$ cat src/rtl/indexed_deque_macros.svh
// Assertion helpers used by the deque sequencer (idq_ctrl).
`ifndef INDEXED_DEQUE_MACROS_SVH
`define INDEXED_DEQUE_MACROS_SVH
`ifndef SYNTH
// Check on every rising edge outside reset.
`define IDQ_ASSERT(lbl, clk, rstn, prop) \
  lbl: assert property (@(posedge clk) disable iff (!(rstn)) (prop)) \
    else $error("indexed_deque check failed");
// Check on every rising edge, reset included.
`define IDQ_ASSERT_RST(lbl, clk, prop) \
  lbl: assert property (@(posedge clk) (prop)) \
    else $error("indexed_deque reset check failed");
`else
`define IDQ_ASSERT(lbl, clk, rstn, prop)
`define IDQ_ASSERT_RST(lbl, clk, prop)
`endif
`endif

$ cat src/rtl/idq_pkg.sv
`default_nettype none
package idq_pkg;

  localparam int OP_W  = 3;
  localparam int VAL_W = 32;
  localparam int POS_W = 4;
  localparam int CNT_W = 5;
  localparam int ST_W  = 2;

  typedef enum logic [OP_W-1:0] {
    OP_PUSH_FRONT = 3'd0,
    OP_PUSH_BACK  = 3'd1,
    OP_POP_FRONT  = 3'd2,
    OP_POP_BACK   = 3'd3,
    OP_READ       = 3'd4,
    OP_WRITE      = 3'd5,
    OP_REMOVE     = 3'd6
  } op_e;

  typedef enum logic [ST_W-1:0] {
    STAT_OK          = 2'd0,
    STAT_FULL        = 2'd1,
    STAT_RANGE       = 2'd2,
    STAT_POP_REFUSED = 2'd3
  } status_e;

  typedef enum logic {
    S_IDLE   = 1'b0,
    S_REMOVE = 1'b1
  } state_e;

  // Broadcast to every cell of the row.
  typedef struct packed {
    logic shift_r;
    logic shift_l;
    logic wr_en;
  } cell_cmd_t;

  // Result control from the sequencer to the output register.
  typedef struct packed {
    logic    load;
    logic    rd_en;
    status_e status;
  } res_t;

endpackage
`default_nettype wire

$ cat src/rtl/indexed_deque.sv
// indexed_deque: a bounded double-ended queue of words that never runs empty.
// Input channel: in_valid_i / in_stall_o with operation_i, value_i, position_i.
// An item is taken at a rising edge with in_valid_i high and in_stall_o low.
// Output channel: out_valid_o / out_stall_i with read_data_o, count_o, status_o;
// exactly one result per item, in order.
// Push, pop, read and write finish in the cycle of acceptance; the result shows
// in the output register in the following cycle, and a new item can be taken every
// cycle while the receiver keeps up.
// Remove-matching walks the cell row through a single comparator at the front
// cell, one entry per cycle after acceptance: with n entries (1 to DEPTH) its
// result shows once all n have been walked, and the next item is taken no
// sooner than that. No item is taken during that walk.
// While out_stall_i holds a waiting result, the result is held and in_stall_o
// is raised, so at most one result is ever pending.
// Reset leaves one zero entry (count 1) and an empty output register.
`default_nettype none
module indexed_deque #(
  parameter int DEPTH = 16,
  parameter int WIDTH = 32
) (
  input  wire logic                        clk_i,
  input  wire logic                        rst_ni,
  input  wire logic                        in_valid_i,
  output logic                             in_stall_o,
  input  wire logic [idq_pkg::OP_W-1:0]    operation_i,
  input  wire logic [idq_pkg::VAL_W-1:0]   value_i,
  input  wire logic [idq_pkg::POS_W-1:0]   position_i,
  output logic                             out_valid_o,
  input  wire logic                        out_stall_i,
  output logic      [idq_pkg::VAL_W-1:0]   read_data_o,
  output logic      [idq_pkg::CNT_W-1:0]   count_o,
  output logic      [idq_pkg::ST_W-1:0]    status_o
);

  localparam int EW = (WIDTH < idq_pkg::VAL_W) ? WIDTH : idq_pkg::VAL_W;
  localparam int AW = $clog2(DEPTH);
  localparam int CW = $clog2(DEPTH + 1);
  // Only the first entries can be addressed by the position field.
  localparam int RN = (DEPTH < (1 << idq_pkg::POS_W)) ? DEPTH : (1 << idq_pkg::POS_W);

  idq_pkg::cell_cmd_t cmd;
  idq_pkg::res_t      res;
  logic [AW-1:0]      wr_idx;
  logic [EW-1:0]      wr_data;
  logic [CW-1:0]      res_occ;
  logic [EW-1:0]      value_m;
  logic [EW-1:0]      cell_data [DEPTH];
  logic [EW-1:0]      rd_data;
  logic               out_busy;

  logic                         out_valid_q;
  logic [idq_pkg::VAL_W-1:0]    read_data_q;
  logic [idq_pkg::CNT_W-1:0]    count_q;
  logic [idq_pkg::ST_W-1:0]     status_q;

  assign value_m  = EW'(value_i);
  assign out_busy = out_valid_q && out_stall_i;

  idq_ctrl #(
    .DEPTH (DEPTH),
    .EW    (EW)
  ) u_ctrl (
    .clk_i       (clk_i),
    .rst_ni      (rst_ni),
    .in_valid_i  (in_valid_i),
    .in_stall_o  (in_stall_o),
    .out_busy_i  (out_busy),
    .operation_i (operation_i),
    .value_i     (value_m),
    .position_i  (position_i),
    .head_i      (cell_data[0]),
    .cmd_o       (cmd),
    .wr_idx_o    (wr_idx),
    .wr_data_o   (wr_data),
    .res_o       (res),
    .res_occ_o   (res_occ)
  );

  for (genvar g = 0; g < DEPTH; g++) begin : g_cell
    logic [EW-1:0] left_n;
    logic [EW-1:0] right_n;
    if (g == 0) begin : g_first
      assign left_n = '0;
    end else begin : g_mid_l
      assign left_n = cell_data[g-1];
    end
    if (g == DEPTH - 1) begin : g_last
      assign right_n = '0;
    end else begin : g_mid_r
      assign right_n = cell_data[g+1];
    end
    idq_cell #(
      .W     (EW),
      .AW    (AW),
      .INDEX (g)
    ) u_cell (
      .clk_i     (clk_i),
      .rst_ni    (rst_ni),
      .cmd_i     (cmd),
      .wr_idx_i  (wr_idx),
      .wr_data_i (wr_data),
      .left_i    (left_n),
      .right_i   (right_n),
      .data_o    (cell_data[g])
    );
  end

  always_comb begin
    rd_data = '0;
    for (int i = 0; i < RN; i++) begin
      if (position_i == idq_pkg::POS_W'(i)) begin
        rd_data = cell_data[i];
      end
    end
  end

  always_ff @(posedge clk_i or negedge rst_ni) begin
    if (!rst_ni) begin
      out_valid_q <= 1'b0;
    end else if (res.load) begin
      out_valid_q <= 1'b1;
    end else if (!out_stall_i) begin
      out_valid_q <= 1'b0;
    end
  end

  always_ff @(posedge clk_i) begin
    if (res.load) begin
      read_data_q <= res.rd_en ? idq_pkg::VAL_W'(rd_data) : '0;
      count_q     <= idq_pkg::CNT_W'(res_occ);
      status_q    <= res.status;
    end
  end

  assign out_valid_o = out_valid_q;
  assign read_data_o = read_data_q;
  assign count_o     = count_q;
  assign status_o    = status_q;

endmodule
`default_nettype wire

$ cat src/rtl/idq_cell.sv
`default_nettype none
module idq_cell #(
  parameter int W     = 32,
  parameter int AW    = 4,
  parameter int INDEX = 0
) (
  input  wire logic              clk_i,
  input  wire logic              rst_ni,
  input  wire idq_pkg::cell_cmd_t cmd_i,
  input  wire logic [AW-1:0]     wr_idx_i,
  input  wire logic [W-1:0]      wr_data_i,
  input  wire logic [W-1:0]      left_i,
  input  wire logic [W-1:0]      right_i,
  output logic      [W-1:0]      data_o
);

  logic [W-1:0] data_q, data_d;
  logic         hit;

  assign hit = cmd_i.wr_en && (wr_idx_i == AW'(INDEX));

  // A direct write wins over the shift.
  always_comb begin
    data_d = data_q;
    if (hit) begin
      data_d = wr_data_i;
    end else if (cmd_i.shift_r) begin
      data_d = left_i;
    end else if (cmd_i.shift_l) begin
      data_d = right_i;
    end
  end

  always_ff @(posedge clk_i or negedge rst_ni) begin
    if (!rst_ni) begin
      data_q <= '0;
    end else begin
      data_q <= data_d;
    end
  end

  assign data_o = data_q;

endmodule
`default_nettype wire

$ cat src/rtl/idq_ctrl.sv
`default_nettype none
`include "indexed_deque_macros.svh"
module idq_ctrl #(
  parameter int DEPTH = 16,
  parameter int EW    = 32,
  localparam int AW   = $clog2(DEPTH),
  localparam int CW   = $clog2(DEPTH + 1)
) (
  input  wire logic                       clk_i,
  input  wire logic                       rst_ni,
  input  wire logic                       in_valid_i,
  output logic                            in_stall_o,
  input  wire logic                       out_busy_i,
  input  wire logic [idq_pkg::OP_W-1:0]   operation_i,
  input  wire logic [EW-1:0]              value_i,
  input  wire logic [idq_pkg::POS_W-1:0]  position_i,
  input  wire logic [EW-1:0]              head_i,
  output idq_pkg::cell_cmd_t              cmd_o,
  output logic      [AW-1:0]              wr_idx_o,
  output logic      [EW-1:0]              wr_data_o,
  output idq_pkg::res_t                   res_o,
  output logic      [CW-1:0]              res_occ_o
);

  localparam int CMPW = (CW > idq_pkg::POS_W) ? CW : idq_pkg::POS_W;

  idq_pkg::state_e state_q, state_d;
  logic [CW-1:0]   occ_q, occ_d;
  logic [CW-1:0]   n_q, n_d;
  logic [CW-1:0]   k_q, k_d;
  logic [EW-1:0]   val_q, val_d;
  logic            accept;
  logic            in_range;
  logic            full;
  logic            single;
  logic            keep_wr;

  assign in_stall_o = (state_q == idq_pkg::S_REMOVE) || out_busy_i;
  assign accept     = in_valid_i && !in_stall_o;
  assign in_range   = CMPW'(position_i) < CMPW'(occ_q);
  assign full       = occ_q == CW'(DEPTH);
  assign single     = occ_q == CW'(1);
  // Keep the head, or keep the match itself when it is the last and nothing survived.
  assign keep_wr    = (head_i != val_q) || ((n_q == CW'(1)) && (k_q == '0));

  always_comb begin
    state_d   = state_q;
    occ_d     = occ_q;
    n_d       = n_q;
    k_d       = k_q;
    val_d     = val_q;
    cmd_o     = '0;
    wr_idx_o  = '0;
    wr_data_o = '0;
    res_o     = '0;
    unique case (state_q)
      idq_pkg::S_IDLE: begin
        if (accept) begin
          res_o.load   = 1'b1;
          res_o.status = idq_pkg::STAT_OK;
          unique case (idq_pkg::op_e'(operation_i))
            idq_pkg::OP_PUSH_FRONT: begin
              if (full) begin
                res_o.status = idq_pkg::STAT_FULL;
              end else begin
                cmd_o.shift_r = 1'b1;
                cmd_o.wr_en   = 1'b1;
                wr_idx_o      = '0;
                wr_data_o     = value_i;
                occ_d         = occ_q + 1'b1;
              end
            end
            idq_pkg::OP_PUSH_BACK: begin
              if (full) begin
                res_o.status = idq_pkg::STAT_FULL;
              end else begin
                cmd_o.wr_en = 1'b1;
                wr_idx_o    = AW'(occ_q);
                wr_data_o   = value_i;
                occ_d       = occ_q + 1'b1;
              end
            end
            idq_pkg::OP_POP_FRONT: begin
              if (single) begin
                res_o.status = idq_pkg::STAT_POP_REFUSED;
              end else begin
                cmd_o.shift_l = 1'b1;
                occ_d         = occ_q - 1'b1;
              end
            end
            idq_pkg::OP_POP_BACK: begin
              if (single) begin
                res_o.status = idq_pkg::STAT_POP_REFUSED;
              end else begin
                cmd_o.wr_en = 1'b1;
                wr_idx_o    = AW'(occ_q - 1'b1);
                occ_d       = occ_q - 1'b1;
              end
            end
            idq_pkg::OP_READ: begin
              if (in_range) begin
                res_o.rd_en = 1'b1;
              end else begin
                res_o.status = idq_pkg::STAT_RANGE;
              end
            end
            idq_pkg::OP_WRITE: begin
              if (in_range) begin
                cmd_o.wr_en = 1'b1;
                wr_idx_o    = AW'(position_i);
                wr_data_o   = value_i;
              end else begin
                res_o.status = idq_pkg::STAT_RANGE;
              end
            end
            idq_pkg::OP_REMOVE: begin
              res_o.load = 1'b0;
              val_d      = value_i;
              n_d        = occ_q;
              k_d        = '0;
              state_d    = idq_pkg::S_REMOVE;
            end
            default: begin
            end
          endcase
        end
      end
      idq_pkg::S_REMOVE: begin
        // Take the head off the front; a survivor goes behind the unscanned part.
        cmd_o.shift_l = 1'b1;
        if (keep_wr) begin
          cmd_o.wr_en = 1'b1;
          wr_idx_o    = AW'(n_q + k_q - 1'b1);
          wr_data_o   = head_i;
          k_d         = k_q + 1'b1;
        end
        n_d = n_q - 1'b1;
        if (n_q == CW'(1)) begin
          occ_d        = k_d;
          res_o.load   = 1'b1;
          res_o.status = idq_pkg::STAT_OK;
          state_d      = idq_pkg::S_IDLE;
        end
      end
      default: begin
        state_d = idq_pkg::S_IDLE;
      end
    endcase
  end

  assign res_occ_o = occ_d;

  always_ff @(posedge clk_i or negedge rst_ni) begin
    if (!rst_ni) begin
      state_q <= idq_pkg::S_IDLE;
      occ_q   <= CW'(1);
      n_q     <= '0;
      k_q     <= '0;
    end else begin
      state_q <= state_d;
      occ_q   <= occ_d;
      n_q     <= n_d;
      k_q     <= k_d;
    end
  end

  always_ff @(posedge clk_i) begin
    val_q <= val_d;
  end

  `IDQ_ASSERT(a_occ_bounds, clk_i, rst_ni, (occ_q != '0) && (occ_q <= CW'(DEPTH)))
  `IDQ_ASSERT(a_load_free, clk_i, rst_ni, res_o.load |-> !out_busy_i)
  `IDQ_ASSERT(a_scan_live, clk_i, rst_ni, (state_q == idq_pkg::S_REMOVE) |-> (n_q != '0))
  `IDQ_ASSERT_RST(a_reset_state, clk_i, !rst_ni |=> (state_q == idq_pkg::S_IDLE && occ_q == CW'(1)))

endmodule
`default_nettype wire

$ cat config.mk
export PLATFORM = sky130hd
export DESIGN_NAME = indexed_deque
export DESIGN_NICKNAME = d
export VERILOG_FILES = /design/src/rtl/idq_pkg.sv /design/src/rtl/indexed_deque.sv /design/src/rtl/idq_cell.sv /design/src/rtl/idq_ctrl.sv
export VERILOG_INCLUDE_DIRS = /design/src /design/src/rtl
export SDC_FILE = /design/constraint.sdc
export NUM_CORES = 2
export LEC_CHECK = 0
export BUFFER_PORTS_ARGS = -buffer_cell sky130_fd_sc_hd__buf_4
export CORE_ASPECT_RATIO = 1.1
export CORE_UTILIZATION = 38
export CTS_CLUSTER_DIAMETER = 30
export DETAILED_ROUTE_END_ITERATION = 6
export SLEW_MARGIN = 5
export SYNTH_ARGS = -nofsm -noshare
export SYNTH_HDL_FRONTEND = slang
export SYNTH_SLANG_ARGS = --single-unit
$ cat constraint.sdc
create_clock -name clk_i -period 6.75 [get_ports clk_i]
set_input_delay 1.0125 -clock clk_i [delete_from_list [all_inputs] [get_ports clk_i]]
set_output_delay 1.0125 -clock clk_i [all_outputs]
set_load 0.005 [all_outputs]
# --- Word-level counts from Yosys, hierarchy flattened ---
# Index checks and enable logic that the tools add are counted.
classes:
  add_sub_neg: 6
  order_cmp: 1
  n_eq_ne: 43
  muxes: 117
  bitwise: 1
  n_reduce_logical: 47
op_table:
  columns: ["cell", "n"]
  rows:
  - ["2-to-1 mux 32 bit", 68]
  - ["one-hot mux 32 bit (2 select lines)", 2]
  - ["equality test 4 bit (second input constant)", 16]
  - ["nonzero test 3 bit", 16]
  - ["2-to-1 mux 5 bit", 9]
  - ["one-hot mux 5 bit (2 select lines)", 4]
  - ["equality test 4 x 3 -> 1 bit (second input constant)", 8]
  - ["!= test 32 bit", 1]
  - ["2-to-1 mux 4 bit", 6]
  - ["logical AND 1 bit", 19]
  - ["2-to-1 mux 1 bit", 17]
  - ["equality test 4 x 2 -> 1 bit (second input constant)", 4]
  - ["one-hot mux 4 bit (3 select lines)", 1]
  - ["adder 5 x 1 -> 5 bit (second input constant)", 2]
  - ["equality test 5 x 1 -> 1 bit (second input constant)", 2]
  - ["subtractor 5 x 1 -> 5 bit (second input constant)", 2]
  - ["equality test 3 bit (second input constant)", 3]
  - ["equality test 4 x 1 -> 1 bit (second input constant)", 2]
  - ["zero test 4 bit", 2]
  - ["one-hot mux 2 bit (2 select lines)", 2]
  - ["one-hot mux 4 bit (2 select lines)", 1]
  - ["equality test 3 x 2 -> 1 bit (second input constant)", 2]
  - ["one-hot mux 2 bit (3 select lines)", 1]
  - ["OR reduction 2 bit", 3]
  - ["other kinds (18)", 22]
totals:
  register_bits: 600
  inputBits: 43
  out_inout_bits: 41
  wordCells: 240

# --- Longest topological paths before layout ---
depth:
  ltp_word: 17
  mapped_depth: 14
  depth_no_buf: 13

# --- By module ---
# A second synthesis with hierarchy kept.
unflattened:
  hier_cells: 4037
  hier_area_um2: 42259.3
modules_own_cells:
  columns: ["module", "instances", "cells_per_inst", "area_each_um2", "seq_area_each_um2"]
  rows:
  - ["idq_cell (g_cell[10].u_cell ...)", 6, 176, 1994.4, 800.8]
  - ["indexed_deque", 1, 875, 6732.7, 1196.1]
  - ["idq_cell (g_cell[13].u_cell ...)", 2, 176, 2019.4, 800.8]
  - ["idq_cell (g_cell[12].u_cell ...)", 2, 176, 2013.2, 800.8]
  - ["idq_cell (g_cell[4].u_cell ...)", 2, 177, 2005.7, 800.8]
  - ["idq_cell (g_cell[11].u_cell ...)", 2, 177, 1988.2, 800.8]
  - ["idq_ctrl", 1, 341, 3459.6, 1362.6]
  - ["idq_cell (g_cell[15].u_cell)", 1, 176, 2075.7, 800.8]
  - ["idq_cell (g_cell[0].u_cell)", 1, 177, 1971.9, 800.8]

# --- Worst setup path after synthesis ---
# OpenSTA, ideal clock, no wires.
synth_timing:
  path_kind: "in2reg"
  from: "in out_stall_i"
  to: "reg count_q (netlist bit count_o[0]), enable pin"
  setup_time_ns: 0.492
  arrival_time_ns: 4.226
  t_required_ns: 6.258
  setup_slack_ns: 2.032
  path_stages: 3
  n_path_buf: 0
  path_cell_list: "a21oi_2 nand2_1 o21ai_0"
synth_rtl:
  columns: ["element", "line_no", "rtl"]
  rows:
  - ["from (decl)", "indexed_deque.sv:29", "input wire logic out_stall_i,"]
  - ["to (signal assigned)", "indexed_deque.sv:130", "count_q <= idq_pkg::CNT_W'(res_occ);"]
  - ["to (decl)", "indexed_deque.sv:53", "logic [idq_pkg::CNT_W-1:0] count_q;"]

# --- Final worst setup path ---
layout_timing:
  from: "reg g_cell[0].u_cell.data_q[1]"
  to: "reg g_cell[10].u_cell.data_q[31]"
layout_between:
  elab_chain_len: 7
  word_cells_on_any_way: 12
  cone_classes: "eq/ne (2); mux (7); reduce/logical (3)"
layout_rtl:
  columns: ["element", "line_no", "rtl"]
  rows:
  - ["from (decl)", "idq_cell.sv:17", "logic [W-1:0] data_q, data_d;"]
  - ["from (signal assigned)", "idq_cell.sv:38", "data_q <= data_d;"]
  - ["!= test 32 bit (*)", "idq_ctrl.sv:44", "assign keep_wr = (head_i != val_q) || ((n_q == CW'(1)) && (k_q == '0));"]
  - ["logical OR 1 bit (*)", "idq_ctrl.sv:44", null]
  - ["2-to-1 mux 4 bit", "idq_ctrl.sv:131", "if (keep_wr) begin"]
  - ["one-hot mux 4 bit (2 select lines)", "idq_ctrl.sv:56", "unique case (state_q)"]
  - ["equality test 4 bit", "idq_cell.sv:20", "assign hit = cmd_i.wr_en && (wr_idx_i == AW'(INDEX));"]
  - ["logical AND 1 bit", "idq_cell.sv:20", null]
  - ["nonzero test 3 bit (no line) or 2-to-1 mux 32 bit (tied branches)", null, null]
  - ["to (signal assigned)", "idq_cell.sv:38", null]
  - ["to (decl)", "idq_cell.sv:17", null]
# Every way passes the cells marked *; elsewhere a longest branch is shown, timed or not.
# A chain may end at the register's enable or synchronous reset.

==> results.json <==
{
  "htreeDepth": 4,
  "final_core_util": 0.4551,
  "worst_slew_pin_slew_ns": 1.262,
  "drt_pre_antenna_iters": 6,
  "synth.distinct_cells": 74,
  "setup_viol": 0,
  "crit_path_max_incr_delay_ns": 0.94,
  "synth_top_family_by_area": "compound AO/OA/AOI/OAI gates",
  "area_growth_pct": 18.36,
  "total_power_w": 0.01801,
  "drv_cap": 0,
  "p_per_area_nw_per_um2": 412.8,
  "synth_top_area_frac": 0.3584,
  "yosys.area.top_type": "dfrtp_1",
  "worstSetupStartpointType": "flop",
  "cts_setup_buffers": 0,
  "peakVddDrop_mv": 0.2218,
  "clock_path_buffers": 3,
  "syn-instance-count": 4359,
  "fillers": 9264,
  "synthTopCellsByArea": "dfrtp_1 36%, mux2i_1 14%, a21oi_1 13%",
  "synth_xor_xnor_area_share": 0.009978,
  "rr_startpoint": "g_cell[0].u_cell.data_o[1]",
  "worstPathArrival_ns": 5.25,
  "multiInputGateArea_um2": 19880,
  "syn-cell-area_um2": 36870,
  "wl_per_cell_um": 22.54,
  "io_pins": 84,
  "drc": 0,
  "synth_compound_area_frac": 0.2117,
  "clock_skew_ns": 0.02424,
  "ff2ff_path_depth": 9,
  "hp-class": "in2async",
  "rsz0062_at_grt": "false",
  "clkTransAtPathRegs_ns": 0.04,
  "gp_congestion": 0.8948,
  "critPathLaunch": "g_cell[0].u_cell.data_o[1]",
  "layout_min_cycle_time_ns": 4.614,
  "yosysWarnings": 0,
  "grt_max_degree": 247,
  "numPortBuffers": 83,
  "cts_resized": 0,
  "r2r_end": "g_cell[10].u_cell.data_o[31]",
  "cts_hold_buf": 0,
  "synthMuxAreaShare": 0.1594,
  "cp.required_ns": 7.39,
  "synth-edff-count": 71,
  "cts_tree": "built",
  "grt_util_all_layers": 0.2596,
  "cp_num_cells": 9,
  "cts_sinks": 600,
  "numCtsBuffers": 147,
  "fp.dieH_um": 328.7,
  "synth-adder-area-share": 0.006584,
  "max_slew_margin": 0.1587,
  "grt_pass1_wl_um": 201100,
  "overflow": 0,
  "critPathKind": "reg2reg",
  "antenna_found_initial": 0,
  "clk_latency_ns": 0.73,
  "drt-initial-drc-count": 4115,
  "dp_hpwl_um": 82690,
  "cts_root_buffer": "clkbuf_16",
  "synth_ff_type": "dfrtp_1",
  "drive_above_1_share": 0.1142,
  "crit_end": "g_cell[10].u_cell.data_o[31]",
  "yosys.area_share.simple": 0.1468,
  "fp.dieW_um": 299.0,
  "cp.buffers_inverters": 1,
  "start_util": 0.3845,
  "regArea_um2": 15370,
  "hold_violations": 0,
  "wirelength_um": 128300,
  "via_per_inst": 5.895,
  "fmax_mhz": 216.8,
  "finalNetCount": 4367,
  "synthesis.nets": 4420,
  "rrSetupSlack_ns": 2.14,
  "std_cell_rows": 119,
  "end_kind": "flop",
  "critPathTopFamily": "simple AND/OR/NAND/NOR gates",
  "synth-seq-area-share": 0.4169,
  "ant_nets": 0,
  "core_area_um2": 95890,
  "finalCritPeriodShare": 0.6835,
  "ys_ff_latch": 600,
  "slew_viol_final": 0,
  "fp.dieArea_um2": 98270,
  "worstPathCellList": "xnor2_1, nand4_1, nor4_2, a31oi_4, a21boi_1, o21ai_0, nor2_4, buf_4, mux2i_1",
  "cp_slowest_cell": "nor2_4",
  "grt_pass1_vias": 31731,
  "cp_max_fo": 22,
  "synth_area_per_cell_um2": 8.458,
  "dr_total_vias": 33568,
  "setup_tns_ns": 0,
  "outcome": "finished clean",
  "p_leak_nw": 17.05,
  "async_flop_share": 0.8817
}
==> layout make-up <==
type,count,area share
Timing Repair Buffer,190,0.03733
Clock inverter,62,0.01818
Tap cell,1270,0.03641
Antenna cell,1,0.00005735
Sequential cell,600,0.3522
Clock buffer,204,0.09691
Inverter,38,0.003269
Multi-Input combinational cell,3329,0.4556
==> worst register-to-register path: cells and delay by family, from the launching register on <==
kind / cells / cell delay, ns
buf+inv: 1 / 0.40
compound gates: 3 / 1.09
mux: 1 / 0.23
flops: 1 / 0.45
simple gates: 3 / 1.91
xor+xnor: 1 / 0.45
==> worst min-delay path by stage <==
stage                     slack [ns]       endpoint     startpoint  cells past startpoint
after floorplan                 0.45  u_ctrl.n_q[0]  u_ctrl.n_q[0]                      1
final                           0.33  u_ctrl.k_q[1]         rst_ni                      1
after global placement          0.47  u_ctrl.n_q[0]  u_ctrl.n_q[0]                      1
after detailed placement        0.48  u_ctrl.n_q[0]  u_ctrl.n_q[0]                      1
after CTS                       0.32  u_ctrl.k_q[1]         rst_ni                      1
after global routing            0.37  u_ctrl.k_q[1]         rst_ni                      1
==> Yosys cell counts, types with 6 or more instances <==
cell,number
nor2b_1,15
a22o_1,21
buf_4,11
a31oi_1,11
mux2i_1,514
clkbuf_1,305
a222oi_1,6
a211oi_1,13
xnor2_1,38
o221ai_1,28
edfxtp_1,71
nand2b_1,7
o21ai_0,132
nor2_1,101
nor3_1,42
mux4_2,22
buf_2,35
a221oi_1,8
inv_1,34
ha_1,17
nand2_1,1001
nor2_2,6
a21oi_1,944
buf_6,12
and3_1,37
mux2_2,21
nand4_1,9
o31ai_1,7
dfrtp_1,528
o211ai_1,63
o22ai_1,54
a22oi_1,54
nand3_1,77
buf_1,29
==> cells in the final DEF, fill, tap and decap left out, drive strengths merged, types with 63 or more instances in the layout <==
| cell type | n |
|---|---|
| buf | 190 |
| nand3 | 77 |
| nor2 | 107 |
| a21oi | 945 |
| o21ai | 134 |
| dfrtp | 528 |
| nand2 | 1001 |
| clkbuf | 204 |
| edfxtp | 71 |
| o211ai | 63 |
| mux2i | 514 |
==> state kept, by name (all words and copies together) (netlist names) <==
register / count
g_cell.u_cell.data_o: 512
u_ctrl.state_q: 1
u_ctrl.n_q: 5
u_ctrl.occ_q: 5
u_ctrl.k_q: 5
u_ctrl.val_q: 32
out_valid_o: 1
status_o: 2
read_data_o: 32
count_o: 5
==> power breakdown <==
| group | switching, W | total [W] | internal, W |
|---|---|---|---|
| combinational | 0.00327 | 0.00517 | 0.00190 |
| sequential | 0.00109 | 0.00569 | 0.00460 |
| clock | 0.00225 | 0.00715 | 0.00491 |
==> cell families (layout without fill, tap and decap cells) <==
logic type                 after synthesis  in the layout
adders and majority gates               19             19
and+or+nand+nor                       1321           1321
buffers and inverters                  430            494
xor gates and xnor gates                42             42
other                                    0              1
muxes                                  557            557
AOI/OAI and AO/OA                     1390           1390
DFF                                    600            600
==> metrics by stage <==
step / worst slack, ns / std cells / hold WS, ns / cell area [um2]
6_report: 2.136 / 5694 / 0.3256 / 43640
5_1_grt: 2.099 / 5693 / 0.3664 / 43630
4_1_cts: 2.269 / 5693 / 0.3217 / 43630
3_5_place_dp: 1.849 / 5427 / 0.4820 / 38610
3_3_place_gp: 1.929 / 5427 / 0.4660 / 38610
2_1_floorplan: 2.032 / 4359 / 0.4490 / 36870
==> per-layer routing <==
metal / GRT usage / wire length, um / up-vias
met5: 0 / 0 / -
met4: 0.09982 / 4172 / 0
met3: 0.03566 / 9025 / 227
met2: 0.3881 / 56730 / 1529
met1: 0.3783 / 58390 / 16343
li1: - / - / 15469
No activity file was read; power rests on OpenSTA's default activity.
